[src/sv/cfpr_pkg.sv]
// ----------------------------------------------------------------------------
// cfpr_pkg
// Shared types, constants and helpers of the CAN capture record serializer.
// ----------------------------------------------------------------------------
`default_nettype none

package cfpr_pkg;

  localparam logic [31:0] ERR_FLAG = 32'h2000_0000;
  localparam logic [31:0] EFF_FLAG = 32'h8000_0000;
  localparam logic [31:0] RTR_FLAG = 32'h4000_0000;
  localparam logic [31:0] SFF_MASK = 32'h0000_07FF;
  localparam logic [31:0] EFF_MASK = 32'h1FFF_FFFF;

  // one million = 64 * 15625; reciprocal of 15625 scaled by 2^44
  localparam logic [13:0] USEC_ODD   = 14'd15625;
  localparam logic [30:0] USEC_RECIP = 31'd1125899907;
  localparam int unsigned USEC_W     = 20;

  localparam logic [7:0] RECLEN_CLASSIC = 8'd16;
  localparam logic [7:0] RECLEN_FD      = 8'd72;

  localparam logic FUNC_HEADER  = 1'b0;
  localparam logic FUNC_PAYLOAD = 1'b1;

  localparam int unsigned QDEPTH = 2;
  localparam int unsigned QPTR_W = $clog2(QDEPTH);
  localparam int unsigned QCNT_W = $clog2(QDEPTH + 1);

  localparam logic [4:0] HDR_LAST_IDX = 5'd23;
  localparam logic [4:0] PLD_LAST_IDX = 5'd7;

  localparam logic [3:0] WORDS_CLASSIC = 4'd1;
  localparam logic [3:0] WORDS_FD      = 4'd8;

  typedef struct packed {
    logic        hdr;
    logic        last;
    logic        fd;
    logic [63:0] data;
    logic [31:0] canid;
    logic [7:0]  len;
    logic [1:0]  flags;
  } cmd_t;

  function automatic logic [7:0] fd_len(input logic [3:0] dlc);
    logic [7:0] r;
    case (dlc)
      4'd9:    r = 8'd12;
      4'd10:   r = 8'd16;
      4'd11:   r = 8'd20;
      4'd12:   r = 8'd24;
      4'd13:   r = 8'd32;
      4'd14:   r = 8'd48;
      4'd15:   r = 8'd64;
      default: r = {4'd0, dlc};
    endcase
    return r;
  endfunction

endpackage

`default_nettype wire

[src/sv/cfpr_front.sv]
// ----------------------------------------------------------------------------
// cfpr_front
// Input stage: tracks frame progress, drops stray payload words and builds
// back-end commands.
// ----------------------------------------------------------------------------
`default_nettype none

module cfpr_front import cfpr_pkg::*; (
  input  wire logic        clk_i,
  input  wire logic        rst_ni,
  input  wire logic        accept_i,
  input  wire logic        func_i,
  input  wire logic [28:0] frame_id_i,
  input  wire logic        extended_id_i,
  input  wire logic        remote_request_i,
  input  wire logic        error_frame_i,
  input  wire logic        fd_frame_i,
  input  wire logic        bit_rate_switch_i,
  input  wire logic        error_state_ind_i,
  input  wire logic [3:0]  dlc_code_i,
  input  wire logic [63:0] timestamp_us_i,
  input  wire logic [63:0] payload_word_i,
  output logic             cmd_push_o,
  output cmd_t             cmd_o
);

  logic       fd_in_progress_q, fd_in_progress_d;
  logic [3:0] words_left_q, words_left_d;
  logic [31:0] id_ext, canid;
  logic        is_hdr;

  assign is_hdr = (func_i == FUNC_HEADER);
  assign id_ext = {3'd0, frame_id_i};

  always_comb begin
    if (error_frame_i) begin
      canid = ERR_FLAG | (id_ext & EFF_MASK);
    end else begin
      canid = extended_id_i ? ((id_ext & EFF_MASK) | EFF_FLAG) : (id_ext & SFF_MASK);
      if (remote_request_i) begin
        canid = canid | RTR_FLAG;
      end
    end
  end

  always_comb begin
    cmd_o.hdr   = is_hdr;
    cmd_o.last  = (words_left_q == WORDS_CLASSIC);
    cmd_o.fd    = fd_frame_i;
    cmd_o.data  = is_hdr ? timestamp_us_i : payload_word_i;
    cmd_o.canid = canid;
    cmd_o.len   = fd_frame_i ? fd_len(dlc_code_i) : {4'd0, dlc_code_i};
    cmd_o.flags = fd_frame_i ? {error_state_ind_i, bit_rate_switch_i} : 2'b00;
  end

  assign cmd_push_o = accept_i && (is_hdr || (words_left_q != 4'd0));

  always_comb begin
    fd_in_progress_d = fd_in_progress_q;
    words_left_d     = words_left_q;
    if (accept_i) begin
      if (is_hdr) begin
        fd_in_progress_d = fd_frame_i;
        words_left_d     = fd_frame_i ? WORDS_FD : WORDS_CLASSIC;
      end else if (words_left_q != 4'd0) begin
        words_left_d = words_left_q - 4'd1;
        if (words_left_q == WORDS_CLASSIC) begin
          fd_in_progress_d = 1'b0;
        end
      end
    end
  end

  always_ff @(posedge clk_i or negedge rst_ni) begin
    if (!rst_ni) begin
      fd_in_progress_q <= 1'b0;
      words_left_q     <= 4'd0;
    end else begin
      fd_in_progress_q <= fd_in_progress_d;
      words_left_q     <= words_left_d;
    end
  end

  a_fd_has_words: assert property (@(posedge clk_i) disable iff (!rst_ni)
    fd_in_progress_q |-> (words_left_q != 4'd0))
    else $error("fd frame active with no words left");

  a_classic_words: assert property (@(posedge clk_i) disable iff (!rst_ni)
    !fd_in_progress_q |-> (words_left_q <= WORDS_CLASSIC))
    else $error("classic frame expects more than one word");

endmodule

`default_nettype wire

[src/sv/cfpr_queue.sv]
// ----------------------------------------------------------------------------
// cfpr_queue
// Short command queue between the front and back ends.
// ----------------------------------------------------------------------------
`default_nettype none

module cfpr_queue import cfpr_pkg::*; (
  input  wire logic clk_i,
  input  wire logic rst_ni,
  input  wire logic push_i,
  input  cmd_t      cmd_i,
  output logic      full_o,
  input  wire logic pop_i,
  output logic      empty_o,
  output cmd_t      cmd_o
);

  cmd_t              mem_q [QDEPTH];
  logic [QPTR_W-1:0] wr_ptr_q, rd_ptr_q;
  logic [QCNT_W-1:0] cnt_q;
  logic              do_push, do_pop;

  assign full_o  = (cnt_q == QCNT_W'(QDEPTH));
  assign empty_o = (cnt_q == '0);
  assign do_push = push_i && !full_o;
  assign do_pop  = pop_i && !empty_o;
  assign cmd_o   = mem_q[rd_ptr_q];

  always_ff @(posedge clk_i) begin
    if (do_push) begin
      mem_q[wr_ptr_q] <= cmd_i;
    end
  end

  always_ff @(posedge clk_i or negedge rst_ni) begin
    if (!rst_ni) begin
      wr_ptr_q <= '0;
      rd_ptr_q <= '0;
      cnt_q    <= '0;
    end else begin
      if (do_push) begin
        wr_ptr_q <= wr_ptr_q + QPTR_W'(1);
      end
      if (do_pop) begin
        rd_ptr_q <= rd_ptr_q + QPTR_W'(1);
      end
      cnt_q <= cnt_q + QCNT_W'(do_push) - QCNT_W'(do_pop);
    end
  end

  a_cnt_bound: assert property (@(posedge clk_i) disable iff (!rst_ni)
    cnt_q <= QCNT_W'(QDEPTH))
    else $error("queue count overflow");

endmodule

`default_nettype wire

[src/sv/cfpr_div.sv]
// ----------------------------------------------------------------------------
// cfpr_div
// Timestamp splitter: 64-bit microseconds into seconds and microseconds.
// The low six bits pass through; the rest is divided by 15625 in 16-bit
// digits, each digit by reciprocal multiplication, then a back-multiply remainder.
// ----------------------------------------------------------------------------
`default_nettype none

module cfpr_div import cfpr_pkg::*; (
  input  wire logic              clk_i,
  input  wire logic              rst_ni,
  input  wire logic              start_i,
  input  wire logic [63:0]       dividend_i,
  output logic                   busy_o,
  output logic [31:0]            sec_o,
  output logic [USEC_W-1:0]      usec_o
);

  logic        busy_q;
  logic [2:0]  cnt_q;
  logic [63:0] num_q;
  logic [31:0] quo_q;
  logic [13:0] rem_q;
  logic [15:0] dig_q;
  logic [5:0]  lo_q;
  logic [29:0] part;
  logic [60:0] prod;
  logic [29:0] back_mul;
  logic [29:0] part_rem;

  // partial dividend: running remainder with the next 16-bit digit
  assign part     = {rem_q, num_q[63:48]};
  assign prod     = 61'(part) * 61'(USEC_RECIP);
  assign back_mul = 30'(dig_q) * 30'(USEC_ODD);
  assign part_rem = part - back_mul;

  always_ff @(posedge clk_i) begin
    if (start_i) begin
      num_q <= {6'd0, dividend_i[63:6]};
      lo_q  <= dividend_i[5:0];
      quo_q <= '0;
      rem_q <= '0;
      dig_q <= '0;
    end else if (busy_q) begin
      if (!cnt_q[0]) begin
        dig_q <= prod[59:44];
      end else begin
        num_q <= {num_q[47:0], 16'd0};
        quo_q <= {quo_q[15:0], dig_q};
        rem_q <= part_rem[13:0];
      end
    end
  end

  always_ff @(posedge clk_i or negedge rst_ni) begin
    if (!rst_ni) begin
      busy_q <= 1'b0;
      cnt_q  <= 3'd0;
    end else if (start_i) begin
      busy_q <= 1'b1;
      cnt_q  <= 3'd0;
    end else if (busy_q) begin
      cnt_q <= cnt_q + 3'd1;
      if (cnt_q == 3'd7) begin
        busy_q <= 1'b0;
      end
    end
  end

  assign busy_o = busy_q;
  assign sec_o  = quo_q;
  assign usec_o = {rem_q, lo_q};

endmodule

`default_nettype wire

[src/sv/cfpr_back.sv]
// ----------------------------------------------------------------------------
// cfpr_back
// Back end: runs the timestamp split for headers and streams record bytes
// into the output register.
// ----------------------------------------------------------------------------
`default_nettype none

module cfpr_back import cfpr_pkg::*; (
  input  wire logic  clk_i,
  input  wire logic  rst_ni,
  input  wire logic  q_empty_i,
  input  cmd_t       q_cmd_i,
  output logic       q_pop_o,
  output logic       empty_o,
  input  wire logic  pop_i,
  output logic [7:0] out_byte_o,
  output logic       end_of_record_o
);

  localparam logic [1:0] ST_IDLE = 2'd0;
  localparam logic [1:0] ST_DIV  = 2'd1;
  localparam logic [1:0] ST_EMIT = 2'd2;

  logic [1:0]        state_q, state_d;
  cmd_t              cmd_q;
  logic [4:0]        idx_q, idx_d;
  logic              ov_q;
  logic [7:0]        ob_q;
  logic              eor_q;
  logic              div_busy;
  logic [31:0]       sec;
  logic [USEC_W-1:0] usec;
  logic [31:0]       usec32;
  logic [7:0]        reclen;
  logic              emit, last_idx, load, div_start;
  logic [7:0]        hbyte, pbyte, nbyte;
  logic [63:0]       pshift;

  cfpr_div u_div (
    .clk_i      (clk_i),
    .rst_ni     (rst_ni),
    .start_i    (div_start),
    .dividend_i (q_cmd_i.data),
    .busy_o     (div_busy),
    .sec_o      (sec),
    .usec_o     (usec)
  );

  assign emit     = (state_q == ST_EMIT) && (!ov_q || pop_i);
  assign last_idx = cmd_q.hdr ? (idx_q == HDR_LAST_IDX) : (idx_q == PLD_LAST_IDX);
  assign load     = !q_empty_i && ((state_q == ST_IDLE) || (emit && last_idx));
  assign q_pop_o  = load;
  assign div_start = load && q_cmd_i.hdr;

  assign usec32 = {{(32 - USEC_W){1'b0}}, usec};
  assign reclen = cmd_q.fd ? RECLEN_FD : RECLEN_CLASSIC;
  assign pshift = cmd_q.data >> {idx_q[2:0], 3'b000};
  assign pbyte  = pshift[7:0];

  always_comb begin
    case (idx_q)
      5'd0:    hbyte = sec[7:0];
      5'd1:    hbyte = sec[15:8];
      5'd2:    hbyte = sec[23:16];
      5'd3:    hbyte = sec[31:24];
      5'd4:    hbyte = usec32[7:0];
      5'd5:    hbyte = usec32[15:8];
      5'd6:    hbyte = usec32[23:16];
      5'd7:    hbyte = usec32[31:24];
      5'd8:    hbyte = reclen;
      5'd12:   hbyte = reclen;
      5'd16:   hbyte = cmd_q.canid[31:24];
      5'd17:   hbyte = cmd_q.canid[23:16];
      5'd18:   hbyte = cmd_q.canid[15:8];
      5'd19:   hbyte = cmd_q.canid[7:0];
      5'd20:   hbyte = cmd_q.len;
      5'd21:   hbyte = {6'd0, cmd_q.flags};
      default: hbyte = 8'd0;
    endcase
  end

  assign nbyte = cmd_q.hdr ? hbyte : pbyte;

  always_comb begin
    state_d = state_q;
    idx_d   = idx_q;
    unique case (state_q)
      ST_IDLE: begin
        if (load) begin
          state_d = q_cmd_i.hdr ? ST_DIV : ST_EMIT;
          idx_d   = 5'd0;
        end
      end
      ST_DIV: begin
        if (!div_busy) begin
          state_d = ST_EMIT;
        end
      end
      ST_EMIT: begin
        if (emit) begin
          if (last_idx) begin
            idx_d = 5'd0;
            if (load) begin
              state_d = q_cmd_i.hdr ? ST_DIV : ST_EMIT;
            end else begin
              state_d = ST_IDLE;
            end
          end else begin
            idx_d = idx_q + 5'd1;
          end
        end
      end
      default: state_d = ST_IDLE;
    endcase
  end

  always_ff @(posedge clk_i) begin
    if (load) begin
      cmd_q <= q_cmd_i;
    end
    if (emit) begin
      ob_q  <= nbyte;
      eor_q <= !cmd_q.hdr && cmd_q.last && last_idx;
    end
  end

  always_ff @(posedge clk_i or negedge rst_ni) begin
    if (!rst_ni) begin
      state_q <= ST_IDLE;
      idx_q   <= 5'd0;
      ov_q    <= 1'b0;
    end else begin
      state_q <= state_d;
      idx_q   <= idx_d;
      if (emit) begin
        ov_q <= 1'b1;
      end else if (pop_i) begin
        ov_q <= 1'b0;
      end
    end
  end

  assign empty_o         = !ov_q;
  assign out_byte_o      = ob_q;
  assign end_of_record_o = eor_q;

  a_div_idle_on_emit: assert property (@(posedge clk_i) disable iff (!rst_ni)
    (state_q == ST_EMIT) |-> !div_busy)
    else $error("emitting while timestamp split busy");

  a_div_start_state: assert property (@(posedge clk_i) disable iff (!rst_ni)
    div_start |=> (state_q == ST_DIV) && div_busy)
    else $error("timestamp split start lost");

endmodule

`default_nettype wire

[src/sv/can_frame_pcap_record_serializer_core.sv]
// ----------------------------------------------------------------------------
// can_frame_pcap_record_serializer_core
// Turns CAN / CAN FD header and payload items into pcap SocketCAN record
// bytes, one byte per result.
//
//   channel  | handshake                  | payload
//   ---------+----------------------------+----------------------------------
//   request  | push / full                | func_i .. payload_word_i
//   result   | empty / pop                | out_byte_o, end_of_record_o
//
// Payload word: 8 bytes, one byte per cycle out of the output register while popped.
// Header: the timestamp split by one million, then 24 bytes.
// A two-entry command queue lets intake run ahead of the byte stream.
// Reset clears frame tracking, queue pointers and the output valid flag.
// ----------------------------------------------------------------------------
`default_nettype none

module can_frame_pcap_record_serializer_core import cfpr_pkg::*; (
  input  wire logic        clk_i,
  input  wire logic        rst_ni,
  input  wire logic        push,
  output logic             full,
  input  wire logic        func_i,
  input  wire logic [28:0] frame_id_i,
  input  wire logic        extended_id_i,
  input  wire logic        remote_request_i,
  input  wire logic        error_frame_i,
  input  wire logic        fd_frame_i,
  input  wire logic        bit_rate_switch_i,
  input  wire logic        error_state_ind_i,
  input  wire logic [3:0]  dlc_code_i,
  input  wire logic [63:0] timestamp_us_i,
  input  wire logic [63:0] payload_word_i,
  output logic             empty,
  input  wire logic        pop,
  output logic [7:0]       out_byte_o,
  output logic             end_of_record_o
);

  logic accept;
  logic cmd_push;
  cmd_t cmd_in;
  logic q_empty, q_pop;
  cmd_t q_cmd;

  assign accept = push && !full;

  cfpr_front u_front (
    .clk_i             (clk_i),
    .rst_ni            (rst_ni),
    .accept_i          (accept),
    .func_i            (func_i),
    .frame_id_i        (frame_id_i),
    .extended_id_i     (extended_id_i),
    .remote_request_i  (remote_request_i),
    .error_frame_i     (error_frame_i),
    .fd_frame_i        (fd_frame_i),
    .bit_rate_switch_i (bit_rate_switch_i),
    .error_state_ind_i (error_state_ind_i),
    .dlc_code_i        (dlc_code_i),
    .timestamp_us_i    (timestamp_us_i),
    .payload_word_i    (payload_word_i),
    .cmd_push_o        (cmd_push),
    .cmd_o             (cmd_in)
  );

  cfpr_queue u_queue (
    .clk_i   (clk_i),
    .rst_ni  (rst_ni),
    .push_i  (cmd_push),
    .cmd_i   (cmd_in),
    .full_o  (full),
    .pop_i   (q_pop),
    .empty_o (q_empty),
    .cmd_o   (q_cmd)
  );

  cfpr_back u_back (
    .clk_i           (clk_i),
    .rst_ni          (rst_ni),
    .q_empty_i       (q_empty),
    .q_cmd_i         (q_cmd),
    .q_pop_o         (q_pop),
    .empty_o         (empty),
    .pop_i           (pop),
    .out_byte_o      (out_byte_o),
    .end_of_record_o (end_of_record_o)
  );

endmodule

`default_nettype wire
[config.mk]
export PLATFORM = sky130hd
export DESIGN_NAME = can_frame_pcap_record_serializer_core
export DESIGN_NICKNAME = d
export VERILOG_FILES = /design/src/sv/cfpr_pkg.sv /design/src/sv/cfpr_front.sv /design/src/sv/cfpr_queue.sv /design/src/sv/cfpr_div.sv /design/src/sv/cfpr_back.sv /design/src/sv/can_frame_pcap_record_serializer_core.sv
export SDC_FILE = /design/constraint.sdc
export NUM_CORES = 1
export LEC_CHECK = 0
export BUFFER_PORTS_ARGS = -buffer_cell sky130_fd_sc_hd__buf_4
export CAP_MARGIN = 10
export CORE_AREA = 3 3 239 241
export CTS_CLUSTER_SIZE = 12
export DETAILED_ROUTE_END_ITERATION = 7
export DIE_AREA = 0 0 242 244
export PLACE_DENSITY_LB_ADDON = 0.1
export SYNTH_ARGS = -nofsm -noshare
export SYNTH_HDL_FRONTEND = slang
export SYNTH_SLANG_ARGS = --single-unit
[constraint.sdc]
create_clock -name clk_i -period 9.3 [get_ports clk_i]
set_input_delay 0 -clock clk_i [delete_from_list [all_inputs] [get_ports clk_i]]
set_output_delay 0 -clock clk_i [all_outputs]
set_load 0.005 [all_outputs]
==> impl_metrics.py <==
metrics = {
    "grt": {
        "grtUsageTotal_pct": 31.9,
        "grt_pass1_wl_um": 143000,
        "grt_pass1_vias": 24457,
        "grt_max_degree": 70,
        "antenna_found_initial": 0,
        "overflow": 0,
    },
    "clock_network": {
        "clk_pin_slew_ns": 0.07,
        "insertion_delay_ns": 0.56,
        "cts_tree": "yes",
        "clkSinkCount": 485,
        "htreeDepth": 2,
        "cts_buffer_depth": 3,
        "cts_root_buf": "clkbuf_16",
        "cts_buffers": 47,
        "cts_setup_buffers": 0,
    },
    "layout": {
        "drive_gt1_share_pct": 14.6,
        "final_net_count": 4077,
        "final_cells": 3951,
        "area_delta_synth_final_pct": 15.2,
        "antenna_cells": 0,
    },
    "floorplanning": {
        "core-area_mm2": 0.0551,
        "die-area_mm2": 0.0590,
        "die_x_um": 242,
        "boundaryPins": 183,
        "rows": 86,
        "initial_utilization_pct": 62.8,
        "die_y_um": 244,
    },
    "synthesis": {
        "yosysTopAreaCellShare_pct": 34.5,
        "yosys.area_share.simple_pct": 6.29,
        "async_flop_share_pct": 4.12,
        "avgSynthCellArea_um2": 12.2,
        "synth_top_area_cell": "edfxtp_1",
        "synth_top_family_by_area": "adder cells",
        "ys.flop_type": "edfxtp_1",
        "synth_cell_types": 74,
        "synth-compound-area-share_pct": 5.42,
        "syn_area_mm2": 0.0346,
        "syn_inst": 2828,
        "synth_edf_count": 397,
        "synth_fa_ha_area_share_pct": 33.6,
        "synth_xor_area_share_pct": 1.22,
        "yosysWarnings": 0,
        "ys_seq_elements": 485,
        "synthMuxAreaShare_pct": 6.99,
        "seq_area_frac_synth_pct": 39.9,
        "synth_area_leaders": "edfxtp_1 34%, fa_1 19%, ha_1 15%",
        "syn_nets": 3733,
    },
    "sta": {
        "clock.fmax_ghz": 0.123,
        "period_needed_ns": 8.10,
        "slew_viol_final": 0,
        "rsz0062_at_grt": "no",
        "finalHoldViolCount": 0,
        "worst_pin_slew_ns": 1.20,
        "worst_clock_skew_ns": 0.0155,
        "slew_headroom_pct": 19.8,
        "post-route-period-util_pct": 87.1,
        "setup_viol": 0,
        "setup_tns_ns": 0,
    },
    "placement": {
        "post-place-cells": 3697,
        "port_buffers": 182,
        "place_congestion": 0.988,
        "dp_hpwl_um": 68900,
    },
    "hold_path": {
        "hold_class": "in2reg",
    },
    "setup_path": {
        "slowest_stage": "a2111oi_4",
        "required_ns": 9.74,
        "max_stage_delay_ns": 0.77,
        "cp_max_fo": 11,
        "start_kind": "flip-flop",
        "arrival_ns": 8.54,
        "crit_type": "reg2reg",
        "critPathCaptureType": "flip-flop",
        "crit_top_cell": "fa_1",
        "cp_cell_sequence": "inv_1, fa_1, inv_1, fa_1, inv_1, fa_1, fa_1, inv_1, fa_1, fa_1, fa_1, inv_1, fa_1, inv_1, ha_1, nor3_1, o21ai_0, a31oi_1, o221ai_1, a2111oi_4, o21ai_1, a221oi_2, xor2_1, o21ai_1",
    },
    "route": {
        "first_pass_iters": 7,
        "num_vias": 22596,
        "post-route-drc-count": 0,
        "wire_per_inst_um": 23.5,
        "vias_per_cell": 5.72,
        "drtIter0Drc": 1715,
        "drtAntennaViolNets": 0,
        "routed_wl_um": 92800,
    },
    "status": {
        "outcome": "finished, final reports clean",
    },
    "flow_run": {
        "maxCapViolCount": 0,
    },
}
placed cells by master, fill, tap and decap left out, drive strengths merged, types with 8 or more instances in the layout:
cell and count:
nor3 22, a31oi 9, dlygate4sd3 173, xnor2 37, mux2i 12, mux2 172
or2 10, nand3 16, and2 17, nand2b 8, a211oi 13, a221oi 10
a21oi 88, fa 328, dfxtp 68, a22oi 15, clkbuf 74, mux4 16
inv 532, dfrtp 20, a21o 29, ha 405, edfxtp 397, nand4 14
and3 28, o21ai 38, buf 198, nor2b 25, xor2 11, nand2 274
a22o 10, nor2 48
kinds of logic after synthesis:
group / Yosys count
adders and majority gates: 733
DFF: 485
muxes: 200
AOI/OAI and AO/OA: 276
xor gates and xnor gates: 48
and+or+nand+nor: 480
buffers and inverters: 606
cells in the mapped netlist, types with 8 or more instances:
master / number
o21ai_0: 32
mux2i_1: 12
nor3_1: 21
dfxtp_1: 68
a21o_1: 29
a221oi_1: 9
mux2_2: 172
a31oi_1: 9
ha_1: 405
fa_1: 328
inv_1: 529
mux4_2: 16
a22oi_1: 15
nand2b_1: 8
a211oi_1: 12
xor2_1: 11
nor2b_1: 25
a22o_1: 10
nand2_1: 274
a21oi_1: 88
nand3_1: 16
dfrtp_1: 20
clkbuf_1: 65
nand4_1: 14
and3_1: 28
buf_1: 8
edfxtp_1: 397
nor2_1: 48
or2_2: 10
xnor2_1: 37
and2_1: 17
flip-flops by register name, summed over array words and instances, names as in the netlist:
| signal | flops |
|---|---|
| u_back.u_div.sec_o | 32 |
| u_back.idx_q | 5 |
| u_back.u_div.cnt_q | 3 |
| u_queue.cnt_q | 2 |
| u_queue.rd_ptr_q | 1 |
| u_queue.wr_ptr_q | 1 |
| u_queue.mem_q | 216 |
| u_back.u_div.lo_q | 6 |
| u_back.cmd_q | 108 |
| u_back.u_div.num_q | 64 |
| u_back.out_byte_o | 8 |
| u_front.words_left_q | 4 |
| u_back.ov_q | 1 |
| u_back.u_div.rem_q | 14 |
| u_back.u_div.busy_o | 1 |
| u_back.u_div.dig_q | 16 |
| u_back.end_of_record_o | 1 |
| u_back.state_q | 2 |
worst paths after layout:
path / start / end / slack, ns / cells past startpoint
max in group asynchronous: rst_ni / u_queue.rd_ptr_q / 7.91 / 3
min reg2reg: u_back.u_div.dig_q[15] / u_back.u_div.sec_o[15] / 0.46 / 2
max reg2reg: u_back.u_div.num_q[51] / u_back.u_div.dig_q[9] / 1.20 / 24
max: u_back.u_div.num_q[51] / u_back.u_div.dig_q[9] / 1.20 / 24
min: func_i / u_front.words_left_q[2] / 0.16 / 3
min in group asynchronous: rst_ni / u_front.words_left_q[1] / 0.67 / 3
cell type report:
cell class              count  area [um^2]
well taps                 748          936
clock inverters             6         38.8
multi-input cells        1737        18600
repair buffers            371         3220
inverters                 530         1990
flip-flops and latches    485        13800
clock buffers              74         1320
fillers                  3620        15200
routing by layer:
metal / part of all wire, % / track usage, %
met1: 40 / 40.8
met4: 3.5 / 10.4
met2: 51 / 57.4
met3: 5.0 / 3.32
met5: 0 / 0
worst max-delay path, delay by kind of cell (launching register included):
kind / cells / cell delay [ns]
xor gates and xnor gates: 1 / 0.21
AOI/OAI and AO/OA: 7 / 2.08
and+or+nand+nor: 1 / 0.17
DFF: 1 / 0.63
buffers and inverters: 6 / 0.54
adders and majority gates: 9 / 4.34
per-stage QoR:
stage	cell area (um^2)	setup WS, ns	utilization, %	hold slack [ns]
finish	39800	1.20	72.3	0.155
global route	39800	0.814	72.3	0.180
CTS	39800	1.23	72.3	0.0888
detailed placement	36700	1.26	66.7	-0.101
global placement	36700	1.36	66.7	-0.102
floorplan	34600	2.24	-	-0.296
what timing repair did:
| action | CTS | global route |
|---|---|---|
| hold buffers | 173 | 0 |
| resized for setup | 0 | 0 |
| hold endpoints to repair | 236 | 0 |
Power is left out: the tool's default activity adds up to more than one toggle a clock period on the data nets, which glitch-free logic cannot reach.
